## src/sida_pkg.sv

```systemverilog
// Shared constants and controller/datapath handshake types.
package sida_pkg;

  localparam int DATA_W     = 32;
  localparam int CHAR_W     = 8;
  localparam int NUM_DIGITS = 10;
  localparam int PTR_W      = 4;
  localparam int STEP_W     = 5;

  localparam logic [CHAR_W-1:0] CHAR_ZERO  = 8'd48;
  localparam logic [CHAR_W-1:0] CHAR_MINUS = 8'd45;

  typedef logic [PTR_W-1:0] ptr_t;

  typedef struct packed {
    logic load;   // take a new value
    logic shift;  // one double-dabble step
    logic scan;   // locate leading digit
    logic emit;   // load next character into output register
  } sida_cmd_t;

  typedef struct packed {
    logic final_char;  // next character emitted is the last one
  } sida_status_t;

endpackage

```

## src/sida_ifs.sv

```systemverilog
// Valid/ready stream interfaces for the input value and output characters.
interface sida_in_if;
  logic                      valid;
  logic                      ready;
  logic signed [31:0]        value;

  modport source (output valid, output value, input ready);
  modport sink   (input valid, input value, output ready);
endinterface

interface sida_out_if;
  logic                      valid;
  logic                      ready;
  logic [7:0]                char_code;
  logic                      last;

  modport source (output valid, output char_code, output last, input ready);
  modport sink   (input valid, input char_code, input last, output ready);
endinterface

```

## src/sida_ctrl.sv

```systemverilog
// Sequencer: load, 32 conversion steps, leading-digit scan, character emission.
module sida_ctrl (
  input  logic                  clk,
  input  logic                  rst,
  input  logic                  in_valid,
  output logic                  in_ready,
  output logic                  out_valid,
  input  logic                  out_ready,
  input  sida_pkg::sida_status_t status,
  output sida_pkg::sida_cmd_t    cmd
);
  import sida_pkg::*;

  localparam logic [1:0] ST_IDLE = 2'd0;
  localparam logic [1:0] ST_CONV = 2'd1;
  localparam logic [1:0] ST_SCAN = 2'd2;
  localparam logic [1:0] ST_EMIT = 2'd3;

  logic [1:0]        state, state_next;
  logic [STEP_W-1:0] step, step_next;
  logic              out_valid_next;
  logic              emit;

  assign in_ready = (state == ST_IDLE);
  assign emit     = (state == ST_EMIT) && (!out_valid || out_ready);

  always_comb begin
    cmd.load  = in_valid && in_ready;
    cmd.shift = (state == ST_CONV);
    cmd.scan  = (state == ST_SCAN);
    cmd.emit  = emit;
  end

  always_comb begin
    state_next = state;
    step_next  = step;
    unique case (state)
      ST_IDLE: begin
        step_next = '0;
        if (in_valid) state_next = ST_CONV;
      end
      ST_CONV: begin
        step_next = step + STEP_W'(1);
        if (step == {STEP_W{1'b1}}) state_next = ST_SCAN;
      end
      ST_SCAN: state_next = ST_EMIT;
      ST_EMIT: begin
        if (emit && status.final_char) state_next = ST_IDLE;
      end
      default: state_next = ST_IDLE;
    endcase
  end

  always_comb begin
    if (emit) out_valid_next = 1'b1;
    else if (out_ready) out_valid_next = 1'b0;
    else out_valid_next = out_valid;
  end

  always_ff @(posedge clk) begin
    if (rst) begin
      state     <= ST_IDLE;
      step      <= '0;
      out_valid <= 1'b0;
    end else begin
      state     <= state_next;
      step      <= step_next;
      out_valid <= out_valid_next;
    end
  end

endmodule

```

## src/sida_dp.sv

```systemverilog
// Datapath: magnitude, BCD shift register, digit pointer, output character register.
module sida_dp (
  input  logic                         clk,
  input  sida_pkg::sida_cmd_t          cmd,
  input  logic [sida_pkg::DATA_W-1:0]  value,
  output sida_pkg::sida_status_t       status,
  output logic [sida_pkg::CHAR_W-1:0]  char_code,
  output logic                         last
);
  import sida_pkg::*;

  logic [DATA_W-1:0]               mag;
  logic [NUM_DIGITS-1:0][3:0]      bcd;
  logic [NUM_DIGITS-1:0][3:0]      bcd_adj;
  logic                            sign_pend;
  ptr_t                            ptr;
  ptr_t                            lead;
  logic [3:0]                      cur_digit;

  // add-3 correction on every digit before the shift
  always_comb begin
    for (int i = 0; i < NUM_DIGITS; i++) begin
      bcd_adj[i] = (bcd[i] >= 4'd5) ? bcd[i] + 4'd3 : bcd[i];
    end
  end

  // highest non-zero digit; zero keeps a single digit
  always_comb begin
    lead = '0;
    for (int i = 0; i < NUM_DIGITS; i++) begin
      if (bcd[i] != 4'd0) lead = PTR_W'(i);
    end
  end

  assign cur_digit         = bcd[ptr];
  assign status.final_char = !sign_pend && (ptr == '0);

  always_ff @(posedge clk) begin
    if (cmd.load) begin
      mag       <= value[DATA_W-1] ? (~value + DATA_W'(1)) : value;
      bcd       <= '0;
      sign_pend <= value[DATA_W-1];
    end else if (cmd.shift) begin
      {bcd, mag} <= {bcd_adj, mag} << 1;
    end
    if (cmd.scan) ptr <= lead;
    if (cmd.emit) begin
      if (sign_pend) begin
        char_code <= CHAR_MINUS;
        last      <= 1'b0;
        sign_pend <= 1'b0;
      end else begin
        char_code <= CHAR_ZERO + {4'd0, cur_digit};
        last      <= (ptr == '0);
        ptr       <= ptr - PTR_W'(1);
      end
    end
  end

endmodule

```

## src/signed_int_to_decimal_ascii.sv

```systemverilog
// Top level: signed 32-bit integer to decimal ASCII character stream.
//
//   channel  dir  payload                    transfer when
//   din      in   value (32b signed)         din.valid && din.ready
//   dout     out  char_code (8b), last (1b)  dout.valid && dout.ready
//
// Order: a value is loaded, run through 32 double-dabble steps and a
// leading-digit scan, then sent as 1 to 11 characters at one per cycle
// unless dout stalls; the datapath's shift-and-add-3 loop does the work.
// din.ready is high only while the sequencer is idle; the last character
// may still sit in the output register while the next value is taken.
// A stall on dout freezes emission; nothing is dropped or repeated.
// Reset (rst, synchronous) returns the sequencer to idle and empties dout.
module signed_int_to_decimal_ascii (
  input  logic   clk,
  input  logic   rst,
  sida_in_if.sink    din,
  sida_out_if.source dout
);
  import sida_pkg::*;

  sida_cmd_t    cmd;
  sida_status_t status;

  // sequencer: owns handshakes and step counting
  sida_ctrl u_ctrl (
    .clk       (clk),
    .rst       (rst),
    .in_valid  (din.valid),
    .in_ready  (din.ready),
    .out_valid (dout.valid),
    .out_ready (dout.ready),
    .status    (status),
    .cmd       (cmd)
  );

  // datapath: conversion and character register
  sida_dp u_dp (
    .clk       (clk),
    .cmd       (cmd),
    .value     (DATA_W'(din.value)),
    .status    (status),
    .char_code (dout.char_code),
    .last      (dout.last)
  );

endmodule

```

## src/flat_wrapper.sv

```systemverilog
// flat-port wrapper written by rule: the top's interface ports become plain ports
module signed_int_to_decimal_ascii_flat import sida_pkg::*;
  (clk, rst, din_valid, din_value, din_ready, dout_valid, dout_char_code, dout_last, dout_ready);
  sida_in_if din_i ();
  sida_out_if dout_i ();
  input  logic clk;
  input  logic rst;
  input wire logic [$bits(din_i.valid)-1:0] din_valid;
  input wire logic [$bits(din_i.value)-1:0] din_value;
  output wire logic [$bits(din_i.ready)-1:0] din_ready;
  output wire logic [$bits(dout_i.valid)-1:0] dout_valid;
  output wire logic [$bits(dout_i.char_code)-1:0] dout_char_code;
  output wire logic [$bits(dout_i.last)-1:0] dout_last;
  input wire logic [$bits(dout_i.ready)-1:0] dout_ready;
  assign din_i.valid = din_valid;
  assign din_i.value = din_value;
  assign din_ready = din_i.ready;
  assign dout_valid = dout_i.valid;
  assign dout_char_code = dout_i.char_code;
  assign dout_last = dout_i.last;
  assign dout_i.ready = dout_ready;
  signed_int_to_decimal_ascii u_core (.clk(clk), .rst(rst), .din(din_i), .dout(dout_i));
endmodule
```

## config.mk

```make
export PLATFORM = sky130hd
export DESIGN_NAME = signed_int_to_decimal_ascii_flat
export DESIGN_NICKNAME = d
export VERILOG_FILES = /design/src/sida_pkg.sv /design/src/sida_ifs.sv /design/src/sida_ctrl.sv /design/src/sida_dp.sv /design/src/signed_int_to_decimal_ascii.sv /design/src/flat_wrapper.sv
export SDC_FILE = /design/constraint.sdc
export NUM_CORES = 1
export LEC_CHECK = 0
export BUFFER_PORTS_ARGS = -buffer_cell sky130_fd_sc_hd__buf_2
export CAP_MARGIN = 15
export CORE_MARGIN = 5
export CORE_UTILIZATION = 30
export CTS_CLUSTER_SIZE = 10
export DETAILED_ROUTE_END_ITERATION = 8
export MAX_ROUTING_LAYER = met4
export PLACE_DENSITY = 0.5
export SLEW_MARGIN = 20
export SYNTH_ARGS = -nofsm -noshare
export SYNTH_HDL_FRONTEND = slang
export SYNTH_SLANG_ARGS = --single-unit
```

## constraint.sdc

```tcl
create_clock -name clk -period 3.6 [get_ports clk]
set_clock_uncertainty 0.05 [all_clocks]
set_input_delay 0.54 -clock clk [delete_from_list [all_inputs] [get_ports clk]]
set_output_delay 0.54 -clock clk [all_outputs]
set_load 0.03 [all_outputs]
```

=== Word level (Yosys, flattened, before mapping) ===
Cells that the tools add are included.

* Register bits: 94
* Input port bits: 36
* Word-level logic and storage cells: 110

* Add/subtract/negate cells: 14
* Order comparisons: 11
* Equality and inequality tests: 7
* Muxes and demuxes: 37
* Bitwise gates (word level): 1
* Reduce and logical (&&, ||, !) cells: 22

{| class="wikitable"
|+ Operators with widths
! operator !! count
|-
| 2-to-1 mux 32 bit || 3
|-
| 2-to-1 mux 4 bit || 21
|-
| greater-or-equal comparator 4 x 3 -> 1 bit, second input constant || 10
|-
| adder 4 x 2 -> 4 bit, second input constant || 9
|-
| nonzero test 4 bit || 9
|-
| adder 32 x 1 -> 32 bit, second input constant || 1
|-
| inverter 32 bit || 1
|-
| binary-select mux 4 bit (select 4 bit) || 1
|-
| case mux 5 bit (2 select lines) || 1
|-
| case mux 2 bit (4 select lines) || 1
|-
| adder 6 x 4 -> 7 bit, first input constant || 1
|-
| 2-to-1 mux 1 bit || 6
|-
| 2-to-1 mux 2 bit || 3
|-
| nonzero test 2 bit || 3
|-
| adder 5 x 1 -> 5 bit, second input constant || 1
|-
| equality test 5 bit, second input constant || 1
|-
| < comparator 4 x 5 -> 1 bit, second input constant || 1
|-
| equality test 2 bit, second input constant || 2
|-
| logical AND 1 bit || 4
|-
| logical NOT 4 bit || 1
|-
| inequality test 2 bit, second input constant || 2
|-
| subtractor 4 x 1 -> 4 bit, second input constant || 1
|-
| adder 3 x 2 -> 3 bit, second input constant || 1
|-
| 2-to-1 mux 3 bit || 1
|-
| 6 further kinds || 7
|}

=== Longest topological paths before layout ===
* Depth in word-level cells: 13
* Mapped depth: 9
* Mapped depth without buffers: 7

=== Cells and area by module ===
From an unflattened synthesis, not the netlist that was laid out.

* Cells, all modules: 634
* Area, all modules: 5,759.3 um^2

{| class="wikitable"
|+ By module, submodules not included
! module !! times used !! cells an instance !! area each (um^2) !! seq. area each (um^2)
|-
| sida_dp || 1 || 581 || 5,295.1 || 2,042.0
|-
| sida_ctrl || 1 || 53 || 464.2 || 160.2
|}

=== Worst setup path before layout ===
OpenSTA, ideal clock, no wires.

* Path type: flip-flop to flip-flop
* From: reg u_core.u_ctrl.state[1]
* To: reg u_core.u_dp.mag[0] (enable)
* Setup time: 0.394 ns
* Arrival: 2.017 ns
* Data required time: 3.156 ns
* Setup slack: 1.139 ns
* Stages on the path, launching flop included: 6
* Path buffers: 2
* Clock period less this slack: 2.461 ns
* Cells stage by stage: dfxtp_1 inv_1 ha_1 clkbuf_1 buf_1 nand2b_1

* Word-level cells in the longest chain between the ends: 3
* Elaborated cells on any way between the ends: 4
* Those cells by class: eq/ne (1); reduce/logical (3)

{| class="wikitable"
|+ Ends and longest elaborated chain
! element !! line !! RTL
|-
| start, declared || sida_ctrl.sv:19 || <nowiki>logic [1:0] state, state_next;</nowiki>
|-
| start signal, assigned || sida_ctrl.sv:66 || <nowiki>state <= state_next;</nowiki>
|-
| logical NOT 2 bit || sida_ctrl.sv:24 || <nowiki>assign in_ready = (state == ST_IDLE);</nowiki>
|-
| logical AND 1 bit || sida_ctrl.sv:28 || <nowiki>cmd.load = in_valid && in_ready;</nowiki>
|-
| nonzero test 2 bit (no source line) * || -- ||
|-
| end signal, assigned || sida_dp.sv:40 || <nowiki>mag <= value[DATA_W-1] ? (~value + DATA_W'(1)) : value;</nowiki>
|-
| end signal, assigned || sida_dp.sv:44 || <nowiki>{bcd, mag} <= {bcd_adj, mag} << 1;</nowiki>
|-
| end, declared || sida_dp.sv:12 || <nowiki>logic [DATA_W-1:0] mag;</nowiki>
|}

Mark *: on every way between the ends. The rest lies on a longest branch, timed or not.
A chain may end at the register's enable or synchronous reset.

=== Worst setup path in the final report ===
* From: in din_value[8]
* To: reg u_core.u_dp.mag[23], data pin

* Word-level cells in the longest chain between the ends: 4

{| class="wikitable"
|+ Ends and longest elaborated chain
! element !! line !! RTL
|-
| start, declared || flat_wrapper.sv:9 || <nowiki>input wire logic [$bits(din_i.value)-1:0] din_value;</nowiki>
|-
| inverter 32 bit || sida_dp.sv:40 ||
|-
| adder 32 x 1 -> 32 bit || sida_dp.sv:40 ||
|-
| 2-to-1 mux 32 bit || sida_dp.sv:40 ||
|-
| 2-to-1 mux 32 bit || sida_dp.sv:39 || <nowiki>if (cmd.load) begin</nowiki>
|}

Every way passes these cells.

==> reports/results.ini <==
[finish]
final_cell_mix=nand2_1, dfxtp_1, o21ai_0
antenna_cells=0
multi_input_area_um2=3110
areaGrowthSynthToFinish_pct=12.3
final_common_cell=nand2_1
drive_gt1_share_pct=13.3
nFillCells=1864
nets=699
ff_latch_area_um2=2200

[yosys]
ys_types=50
syn_inst=609
synth_seq_area_share_pct=39.6
synth-seq-cells=91
async_flop_share_pct=0
synth_enable_flop_cells=38
avgSynthCellArea_um2=9.14
synth_flop_cell=dfxtp_1
syn_area_um2=5560
ys_warn_count=0

[clock_network]
path_clk_slew_ps=70
cts_tree=done
post_cts_buffers=0
clock-sinks=91
insertion_delay_ps=340
ctsResizeCount=0
clock_path_buffers=2
cts-hold-fix-buffers=0
cts_max_level=3
numCtsBuffers=9
root_buffer=clkbuf_16

[power]
p_int_mw=2.34
p_per_area_nw_per_um2=579
p_leak_nw=2.33
p_sw_share_pct=35.4
comb_power_share_pct=30.2
p_clk_share_pct=25.2
power_frac_seq_pct=44.6
ir_drop_mv=0.282
p_sw_mw=1.28
finalPower_mw=3.62

[critical_path]
arrival_ps=2520
startpoint_type=input port
crit_fanout=13
path_class=in -> reg
required_ps=3640
startpoint=din_value[8]
worst_r2r_startpoint=u_core.u_dp.ptr[0]
slowest_delay_ps=580
path_cells=buf_2 > nor4_2 > nand4b_1 > o41ai_1 > xor2_1 > o21ai_1
crit_path_end_kind=flip-flop
critPathSlowestCell=o41ai_1

[detailed_routing]
route.top_layer_used=met4
first_iter_violations=200
dr.pass1.iters=4
wl_met3_um=443
route.met2.wl_um=5790
vias=4349
postRouteAntennaNets=0
finalWirelength_um=12100
drc=0
viasPerCell=5.00
met1_length_um=5700
wl_per_cell_um=13.9

[floorplanning]
rows=49
fp.coreArea_um2=18100
io_pins=47
start_util_pct=30.8
die_w_um=146
die-area_um2=21400
fp.dieH_um=146

[timing]
rsz0062_at_grt=no
setup_violations=0
whs_ps=426
slew_headroom_pct=44.4
drv_slew=0
tightest_slew_ps=833
fmax_ghz=0.402
finalCritPeriodShare_pct=69.0
setup-tns-final_ps=0
min_period_ps=2490
finalHoldViolCount=0

[grt]
grt_pass1_vias=4336
grt_pass1_wl_um=20300
antenna_found_initial=0
grt_usage_pct=11.6
overflow=0
grt_max_degree=50

[placed_design]
dp_hpwl_um=8690
port_buffers=43
gp_congestion=0.792

[job]
maxCapViolations=0

[worst_hold_path]
hold_class=in -> reg
hold_start=rst

[run_status]
status=completed

==> cell usage after synthesis (3+ instances only) <==
library cell	number	area, um^2
nand2_1	67	251
dfxtp_1	53	1060
o21ai_0	47	235
a21oi_1	38	190
edfxtp_1	38	1140
inv_1	32	120
nand2b_1	32	200
xor2_1	29	254
ha_1	28	350
nand3_1	28	140
nor2_1	27	101
clkbuf_1	26	97.6
mux2i_1	23	230
xnor2_1	21	184
o21ai_1	12	60.1
o31ai_1	12	90.1
o211ai_1	10	75.1
a21o_1	9	67.6
mux4_2	8	180
nor3b_1	8	60.1
o41ai_1	6	52.6
o221ai_1	4	35.0
a211oi_1	3	22.5
and2_1	3	18.8
and3_1	3	18.8
buf_1	3	11.3
buf_4	3	22.5
nor3_1	3	15.0
nor4_1	3	18.8
or3b_2	3	26.3
==> kinds of logic after synthesis <==
family	Yosys count	synth area share (%)
xor+xnor	50	7.87
other cells	2	0.135
mux	31	7.38
buf+inv	66	4.70
fa+ha+maj	28	6.30
compound gates	148	16.1
flops	91	39.6
simple gates	193	18.0
==> worst max-delay path, delay by kind of cell <==
family | cells | cell delay [ps]
buffers and inverters | 1 | 120
xor gates and xnor gates | 1 | 180
AOI/OAI and AO/OA | 2 | 650
and+or+nand+nor | 2 | 1030
==> per-stage QoR <==
| step | utilization (%) | instances | setup WS [ps] | instance area [um^2] |
|---|---|---|---|---|
| final | 34.5 | 869 | 1110 | 6250 |
| after floorplan | - | 610 | 1140 | 5570 |
| after detailed placement | 33.0 | 853 | 777 | 5970 |
| after global routing | 34.5 | 869 | 920 | 6250 |
| after CTS | 34.5 | 869 | 1150 | 6250 |
| after global placement | 33.0 | 853 | 823 | 5970 |
==> registers in the layout (all words and copies together) (netlist names) <==
signal                   cells
u_core.u_ctrl.out_valid      1
u_core.u_dp.last             1
u_core.u_dp.char_code        5
u_core.u_ctrl.step           5
u_core.u_dp.sign_pend        1
u_core.u_dp.bcd             40
u_core.u_dp.ptr              4
u_core.u_dp.mag             32
u_core.u_ctrl.state          2
==> layer usage <==
| metal | global-route usage, % | vias to the layer above |
|---|---|---|
| met4 | 3.39 | 0 |
| met3 | 2.88 | 16 |
| met5 | - | - |
| met2 | 19.6 | 68 |
| met1 | 13.8 | 2053 |
| li1 | - | 2212 |
==> final timing paths <==
path,end,cells after the start,slack (ps)
max,u_core.u_dp.mag[23],6,1110
min,u_core.u_ctrl.out_valid,2,430
max reg2reg,u_core.u_ctrl.state[0],6,1200
min reg2reg,u_core.u_dp.bcd[0],2,440
==> layout make-up <==
class,count,area share [%]
clock buffer,10,3.82
clock inverter,6,0.621
inverter,32,1.92
multi-input combinational,453,49.8
sequential,91,35.2
tap,229,4.59
timing repair buffer,48,4.04
==> power groups by stage <==
stage	sequential, mW	combinational [mW]	clock (mW)
2_1_floorplan	1.55	0.899	0
3_3_place_gp	1.63	1.08	0
3_5_place_dp	1.64	1.11	0
4_1_cts	1.62	1.10	0.943
5_1_grt	1.65	1.23	0.988
6_report	1.62	1.09	0.912
Power figures use the tool's default switching activity.
